<file path="config.mk">
export PLATFORM = sky130hd
export DESIGN_NAME = ndef_text_record_extractor_unit
export DESIGN_NICKNAME = d
export VERILOG_FILES = /design/src/ntre_pkg.sv /design/src/ntre_parse.sv /design/src/ndef_text_record_extractor_unit.sv
export SDC_FILE = /design/constraint.sdc
export NUM_CORES = 1
export LEC_CHECK = 0
export CORE_ASPECT_RATIO = 0.5
export CORE_MARGIN = 4
export CORE_UTILIZATION = 49
export CTS_BUF_LIST = sky130_fd_sc_hd__clkbuf_16
export DETAILED_ROUTE_END_ITERATION = 12
export DONT_BUFFER_PORTS = 1
export GPL_ROUTABILITY_DRIVEN = 1
export PLACE_DENSITY = 0.7
export SETUP_SLACK_MARGIN = 0.3
export SYNTH_ARGS = -nofsm -noshare
export SYNTH_HDL_FRONTEND = slang
export SYNTH_SLANG_ARGS = --single-unit
</file>
<file path="constraint.sdc">
create_clock -name clk -period 6 [get_ports clk]
set_input_delay 1.2 -clock clk [delete_from_list [all_inputs] [get_ports clk]]
set_output_delay 1.2 -clock clk [all_outputs]
set_load 0.005 [all_outputs]
</file>
<file path="src/ntre_pkg.sv">
`timescale 1ns / 1ps

package ntre_pkg;

  // Bytes taken into account per record; later bytes are ignored until tlast
  localparam int MAX_RECORD_BYTES = 256;
  localparam int BCNT_W           = $clog2(MAX_RECORD_BYTES + 1);

  localparam logic [2:0] TNF_MASK     = 3'h7;
  localparam logic [2:0] TNF_WELL_KN  = 3'h1;
  localparam int         SR_BIT       = 4;
  localparam int         IL_BIT       = 3;
  localparam logic [7:0] TYPE_TEXT    = 8'h54;  // 'T'
  localparam logic [7:0] MAX_TEXT_RST = 8'd63;

  localparam int IN_TDATA_W  = 8;
  localparam int OUT_TDATA_W = 16;

  typedef enum logic [3:0] {
    PH_HEADER,
    PH_TYPELEN,
    PH_PLEN,
    PH_IDLEN,
    PH_TYPE,
    PH_IDSKIP,
    PH_STATUS,
    PH_LANG,
    PH_TEXT,
    PH_DRAIN
  } phase_t;

  typedef enum logic [2:0] {
    ST_OK       = 3'd0,
    ST_SHORT    = 3'd1,
    ST_NOT_WK   = 3'd2,
    ST_NOT_TEXT = 3'd3,
    ST_BAD_PLEN = 3'd4,
    ST_EMPTY    = 3'd5
  } status_t;

  typedef struct packed {
    logic [7:0] text_byte;
    logic       text_valid;
    logic       done_res;
    status_t    status;
  } result_t;

endpackage

</file>
<file path="src/ntre_parse.sv">
`timescale 1ns / 1ps

module ntre_parse
  import ntre_pkg::*;
(
  input  logic       clk,
  input  logic       rst,
  input  logic       take,
  input  logic [7:0] data_byte,
  input  logic       last,
  input  logic [7:0] max_text_len,
  output logic       res_present,
  output result_t    res
);

  phase_t              phase, phase_next;
  logic                short_record, short_record_next;
  logic                id_present, id_present_next;
  logic [7:0]          type_length, type_length_next;
  logic [31:0]         payload_length, payload_length_next;
  logic [7:0]          id_length, id_length_next;
  logic [7:0]          skip_count, skip_count_next;
  logic [7:0]          text_remaining, text_remaining_next;
  logic [BCNT_W-1:0]   byte_count, byte_count_next;
  status_t             result_code, result_code_next;

  logic                is_text;
  logic [5:0]          lang;
  logic                plen_bad;
  logic [31:0]         avail;
  logic [7:0]          text_cap;
  logic [7:0]          skip_dec;

  assign lang     = data_byte[5:0];
  assign plen_bad = {1'b0, payload_length} < (33'(lang) + 33'd1);
  assign avail    = payload_length - 32'(lang) - 32'd1;
  assign text_cap = (avail < 32'(max_text_len)) ? avail[7:0] : max_text_len;
  assign skip_dec = skip_count - 8'd1;

  always_comb begin
    phase_next          = phase;
    short_record_next   = short_record;
    id_present_next     = id_present;
    type_length_next    = type_length;
    payload_length_next = payload_length;
    id_length_next      = id_length;
    skip_count_next     = skip_count;
    text_remaining_next = text_remaining;
    byte_count_next     = byte_count;
    result_code_next    = result_code;
    is_text             = 1'b0;

    if (byte_count < BCNT_W'(MAX_RECORD_BYTES)) begin
      byte_count_next = byte_count + BCNT_W'(1);
      unique case (phase)
        PH_HEADER: begin
          short_record_next = data_byte[SR_BIT];
          id_present_next   = data_byte[IL_BIT];
          if ((data_byte[2:0] & TNF_MASK) != TNF_WELL_KN) begin
            result_code_next = ST_NOT_WK;
            phase_next       = PH_DRAIN;
          end else begin
            phase_next = PH_TYPELEN;
          end
        end
        PH_TYPELEN: begin
          type_length_next = data_byte;
          phase_next       = PH_PLEN;
          skip_count_next  = short_record ? 8'd1 : 8'd4;
        end
        PH_PLEN: begin
          payload_length_next = {payload_length[23:0], data_byte};
          skip_count_next     = skip_dec;
          if (skip_dec == 8'd0) begin
            if (id_present) begin
              phase_next = PH_IDLEN;
            end else if (type_length != 8'd1) begin
              result_code_next = ST_NOT_TEXT;
              phase_next       = PH_DRAIN;
            end else begin
              phase_next = PH_TYPE;
            end
          end
        end
        PH_IDLEN: begin
          id_length_next = data_byte;
          if (type_length != 8'd1) begin
            result_code_next = ST_NOT_TEXT;
            phase_next       = PH_DRAIN;
          end else begin
            phase_next = PH_TYPE;
          end
        end
        PH_TYPE: begin
          if (data_byte != TYPE_TEXT) begin
            result_code_next = ST_NOT_TEXT;
            phase_next       = PH_DRAIN;
          end else if (id_length != 8'd0) begin
            skip_count_next = id_length;
            phase_next      = PH_IDSKIP;
          end else begin
            phase_next = PH_STATUS;
          end
        end
        PH_IDSKIP: begin
          skip_count_next = skip_dec;
          if (skip_dec == 8'd0) begin
            phase_next = PH_STATUS;
          end
        end
        PH_STATUS: begin
          if (plen_bad) begin
            result_code_next = ST_BAD_PLEN;
            phase_next       = PH_DRAIN;
          end else begin
            text_remaining_next = text_cap;
            result_code_next    = ST_EMPTY;
            if (lang != 6'd0) begin
              skip_count_next = 8'(lang);
              phase_next      = PH_LANG;
            end else begin
              phase_next = (text_cap == 8'd0) ? PH_DRAIN : PH_TEXT;
            end
          end
        end
        PH_LANG: begin
          skip_count_next = skip_dec;
          if (skip_dec == 8'd0) begin
            phase_next = (text_remaining == 8'd0) ? PH_DRAIN : PH_TEXT;
          end
        end
        PH_TEXT: begin
          text_remaining_next = text_remaining - 8'd1;
          result_code_next    = ST_OK;
          is_text             = 1'b1;
          if (text_remaining == 8'd1) begin
            phase_next = PH_DRAIN;
          end
        end
        PH_DRAIN: begin
          phase_next = PH_DRAIN;
        end
        default: begin
          phase_next = PH_DRAIN;
        end
      endcase
    end

    res_present    = is_text || last;
    res.text_byte  = is_text ? data_byte : 8'd0;
    res.text_valid = is_text;
    res.done_res   = last;
    if (!last) begin
      res.status = ST_OK;
    end else if (byte_count_next < BCNT_W'(3)) begin
      res.status = ST_SHORT;
    end else begin
      res.status = result_code_next;
    end
  end

  always_ff @(posedge clk) begin
    if (rst || (take && last)) begin
      phase          <= PH_HEADER;
      short_record   <= 1'b0;
      id_present     <= 1'b0;
      type_length    <= 8'd0;
      payload_length <= 32'd0;
      id_length      <= 8'd0;
      skip_count     <= 8'd0;
      text_remaining <= 8'd0;
      byte_count     <= '0;
      result_code    <= ST_SHORT;
    end else if (take) begin
      phase          <= phase_next;
      short_record   <= short_record_next;
      id_present     <= id_present_next;
      type_length    <= type_length_next;
      payload_length <= payload_length_next;
      id_length      <= id_length_next;
      skip_count     <= skip_count_next;
      text_remaining <= text_remaining_next;
      byte_count     <= byte_count_next;
      result_code    <= result_code_next;
    end
  end

endmodule

</file>
<file path="src/ndef_text_record_extractor_unit.sv">
`timescale 1ns / 1ps

// NDEF text record extractor.
// Feed one record byte per item on the s_ channel, tlast on its final byte.
// The block checks the record header (TNF well known, type 'T'), skips the
// ID and language code, and passes the text bytes out on the m_ channel,
// at most max_text_len of them per record. The item for the final input
// byte carries tlast and a status code (ok, too short, not well known, not
// text, bad payload length, empty text). Bytes that yield no text and are
// not final produce no output item.
// cfg_valid/cfg_data write max_text_len (reset value 63); write it only
// while no record is in flight. cfg_ready is always high.
// Throughput: one byte per cycle while the output is not stalled.
// An accepted item sits in the input register and is parsed from there
// when the parser advances; its result then enters the output register
// and raises m_tvalid, and the item leaves when m_tready is high.
// A stalled m_tready holds the output register; the input register keeps
// accepting while the held byte yields no result, else s_tready drops.
// rst (synchronous) empties both registers and returns the parser to the
// header phase with max_text_len back at 63.
module ndef_text_record_extractor_unit
  import ntre_pkg::*;
(
  input  logic                   clk,
  input  logic                   rst,
  // tdata: [7:0] data_byte
  input  logic                   s_tvalid,
  output logic                   s_tready,
  input  logic [IN_TDATA_W-1:0]  s_tdata,
  input  logic                   s_tlast,
  // tdata: [7:0] text_byte, [10:8] status, [15:11] zero
  output logic                   m_tvalid,
  input  logic                   m_tready,
  output logic [OUT_TDATA_W-1:0] m_tdata,
  // tuser: [0] text_valid
  output logic                   m_tuser,
  output logic                   m_tlast,
  input  logic                   cfg_valid,
  output logic                   cfg_ready,
  input  logic [7:0]             cfg_data
);

  logic [7:0] max_text_len;

  // input register
  logic       in_valid;
  logic [7:0] in_byte;
  logic       in_last;

  // output register
  result_t    out_res;

  logic       res_present;
  result_t    res;
  logic       advance;

  assign cfg_ready = 1'b1;

  always_ff @(posedge clk) begin
    if (rst) begin
      max_text_len <= MAX_TEXT_RST;
    end else if (cfg_valid) begin
      max_text_len <= cfg_data;
    end
  end

  // Advance the held byte unless it makes a result and the output slot is
  // full and stalled.
  assign advance  = in_valid && (!res_present || !m_tvalid || m_tready);
  assign s_tready = !in_valid || advance;

  always_ff @(posedge clk) begin
    if (rst) begin
      in_valid <= 1'b0;
    end else if (s_tready) begin
      in_valid <= s_tvalid;
    end
  end

  always_ff @(posedge clk) begin
    if (s_tvalid && s_tready) begin
      in_byte <= s_tdata[7:0];
      in_last <= s_tlast;
    end
  end

  ntre_parse u_parse (
    .clk          (clk),
    .rst          (rst),
    .take         (advance),
    .data_byte    (in_byte),
    .last         (in_last),
    .max_text_len (max_text_len),
    .res_present  (res_present),
    .res          (res)
  );

  always_ff @(posedge clk) begin
    if (rst) begin
      m_tvalid <= 1'b0;
    end else if (advance && res_present) begin
      m_tvalid <= 1'b1;
    end else if (m_tready) begin
      m_tvalid <= 1'b0;
    end
  end

  always_ff @(posedge clk) begin
    if (advance && res_present) begin
      out_res <= res;
    end
  end

  assign m_tdata = {5'd0, out_res.status, out_res.text_byte};
  assign m_tuser = out_res.text_valid;
  assign m_tlast = out_res.done_res;

endmodule

</file>
==> results_dict.tcl <==
set metrics [dict create \
    die_y_um 89.14 \
    antenna_cells 0 \
    die_x_um 170.3 \
    gp_congestion 0.9259 \
    met2_length_mm 7.355 \
    vias 5695 \
    skew_ps 8.321 \
    worst-r2r-setup-slack_ps 1700 \
    power_density_nw_per_um2 272.7 \
    ys_warn_count 0 \
    highest_layer "met4" \
    route.detailed.drc 0 \
    routed_wl_mm 16.28 \
    cts_made_buffers 17 \
    ys_ff_latch 114 \
    synth_edf_count 22 \
    rsz0062_at_grt "false" \
    fp.coreArea_um2 12770 \
    worstRegToRegCells 16 \
    post-cts-setup-buffers 0 \
    final_nets 807 \
    viasPerCell 6.065 \
    cp.required_ps 6300 \
    maxSlewViolCount 0 \
    clock_path_buffers 2 \
    holdWs_ps 466.5 \
    ys_top_cells_by_area "dfxtp_1 29%, edfxtp_1 10%, nand2_1 6.0%" \
    hold_viol 0 \
    min_from "u_parse.payload_length[21]" \
    ant_nets 0 \
    h-tree-depth 4 \
    cts_hold_buf 0 \
    rows 29 \
    cts.repair.resized 0 \
    worst_pin_slew_ps 1095 \
    grt.overflow.total 0 \
    cts_tree "done" \
    grt_pass1_vias 5172 \
    grt_max_degree 52 \
    relSlewSlack_pct 26.73 \
    grt_pass1_wl_mm 26.60 \
    path_clk_slew_ps 60 \
    place_hpwl_mm 11.28 \
    start_util_pct 50.51 \
    crit_type "flop to flop" \
    finalCritPeriodShare_pct 71.62 \
    wl_met1_mm 7.645 \
    io_buffers 0 \
    cts.sinks 114 \
    yosysSeqAreaShare_pct 38.79 \
    finalPower_mw 1.939 \
    hp-class "flop to flop" \
    async_flop_share_pct 0 \
    grt_usage_pct 21.79 \
    insertion_delay_ps 410 \
    reg2reg_to "u_parse.text_remaining[1]" \
    layout-area-overhead-vs-synth_pct 10.24 \
    netlist.area_leader.share_pct 28.55 \
    end_kind "flop" \
    synth_top_cell_by_area "dfxtp_1" \
    hold_depth 2 \
    hold_end "u_parse.payload_length[29]" \
    dieArea_um2 15180 \
    fmax_mhz 232.7 \
    tns_ps 0 \
    p_leak_nw 2.617 \
    synth_common_cells "103 x nand2_1, 92 x dfxtp_1, 76 x nor2_1, 68 x a21oi_1, 35 x mux2i_1" \
    worstPathCellList "inv_1, ha_1, inv_1, fa_1, nand2b_1, a211oi_4, nor3_1, xor2_1, ha_1, o21ai_0, a21oi_1, nor4_1, nand3_1, nor3_4, a211oi_1, o31a_1" \
    synth.avg_cell_area_um2 8.444 \
    vdd_drop_max_uv 175.1 \
    drtPass1Iterations 6 \
    pin_count 43 \
    cap_violations 0 \
    synth.distinct_cells 78 \
    fin_crit_ps 4297 \
    setup_viol 0 \
    syn_inst 764 \
    synth_ff_type "dfxtp_1" \
    grt_antenna_before_repair 0 \
    routedWlPerCell_um 17.34 \
    cts-root-buf "clkbuf_16" \
    synth_most_common_cell "nand2_1" \
    path_max_fanout 9 \
    slowest_stage "edfxtp_1" \
    drive_gt1_share_pct 7.932 \
    crit-reg2reg-launch "in_byte[0]" \
    cpPeakStageDelay_ps 520 \
    cp.arrival_ps 4600 \
    synth_area_um2 6451 \
    outcome "complete, no violations" \
    critPathLaunchType "flop" \
    drt-initial-drc-count 617 \
    met3_length_mm 1.010 \
]
-- layout make-up --
class / count / area, um2
fill: 1152 / 5660
multi-input combinational: 582 / 3651
sequential: 114 / 2502
clock buffer: 19 / 475.5
tap: 170 / 212.7
inverter: 34 / 127.6
clock inverter: 13 / 90.09
timing repair buffer: 7 / 52.55
-- worst max-delay path: cells and delay by family, from the launching register on --
family | cells | cell delay, ps
buf+inv | 2 | 230
simple gates | 5 | 1170
compound gates | 5 | 1080
flops | 1 | 520
fa+ha+maj | 3 | 870
xor+xnor | 1 | 290
-- power by group --
part | leakage [nW] | switching, mW | internal [mW]
Sequential | 0.950 | 0.0237 | 0.802
Combinational | 1.38 | 0.0990 | 0.0538
Clock | 0.282 | 0.355 | 0.606
Total | 2.62 | 0.477 | 1.46
-- routing by layer --
metal  up-vias  track usage (%)
met4         0            7.319
met5         -                0
met3        29            4.284
met2       191            35.82
li1       2753                -
met1      2722            29.25
-- metrics by stage --
stage / instance area (um2) / utilization [%] / setup slack [ps] / std cells
6_report: 7112 / 55.68 / 1703 / 939
5_1_grt: 7112 / 55.68 / 1386 / 939
4_1_cts: 7112 / 55.68 / 1752 / 939
3_5_place_dp: 6546 / 51.25 / 1834 / 907
3_3_place_gp: 6546 / 51.25 / 1966 / 907
2_1_floorplan: 6466 / - / 2256 / 768
-- cells by family after synthesis --
family | after synthesis | synth area share, %
compound gates | 181 | 17.96
xor+xnor | 20 | 2.715
fa+ha+maj | 29 | 5.741
buf+inv | 72 | 5.062
flops | 114 | 38.79
mux | 35 | 5.431
other cells | 2 | 0.1164
simple gates | 311 | 24.19
-- worst max path at each step --
stage	startpoint	endpoint	slack (ps)	depth (start not counted)
6_report	in_byte[0]	u_parse.text_remaining[1]	1700	16
5_1_grt	in_byte[0]	u_parse.text_remaining[1]	1390	16
4_1_cts	in_byte[0]	u_parse.text_remaining[1]	1750	16
3_5_place_dp	in_byte[0]	u_parse.text_remaining[1]	1830	16
3_3_place_gp	in_byte[0]	u_parse.text_remaining[1]	1970	16
2_1_floorplan	in_byte[0]	u_parse.text_remaining[1]	2260	16
-- flip-flops by register name, summed over array words and instances (netlist names) --
name and count:
u_parse.result_code 3, u_parse.byte_count 9, m_tlast 1, u_parse.id_length 8, m_tuser 1, u_parse.text_remaining 8
in_byte 8, u_parse.skip_count 8, u_parse.short_record 1, max_text_len 8, in_valid 1, u_parse.payload_length 32
u_parse.phase 4, m_tvalid 1, u_parse.id_present 1, u_parse.type_length 8, in_last 1, m_tdata 11
-- cell usage in the layout, fill, tap and decap left out, types with 5 or more instances in the layout --
master and count:
xnor2_1 11, nor2b_1 5, clkinv_1 5, nor2_1 75, edfxtp_1 22, nand4_1 6
a21oi_1 68, nand3_1 21, o22ai_1 9, nand3b_1 5, a211oi_1 8, a31oi_1 10
o21ai_1 7, xor2_1 9, o211ai_1 10, inv_1 35, clkbuf_16 19, and3_1 7
o21ai_0 18, or4_1 7, nand2_1 103, nor3_1 19, buf_4 7, mux2i_1 35
nor4_1 18, a22oi_1 6, dfxtp_1 92, nand2b_1 7, ha_1 28, conb_1 6
(Power assumes the default switching activity.)
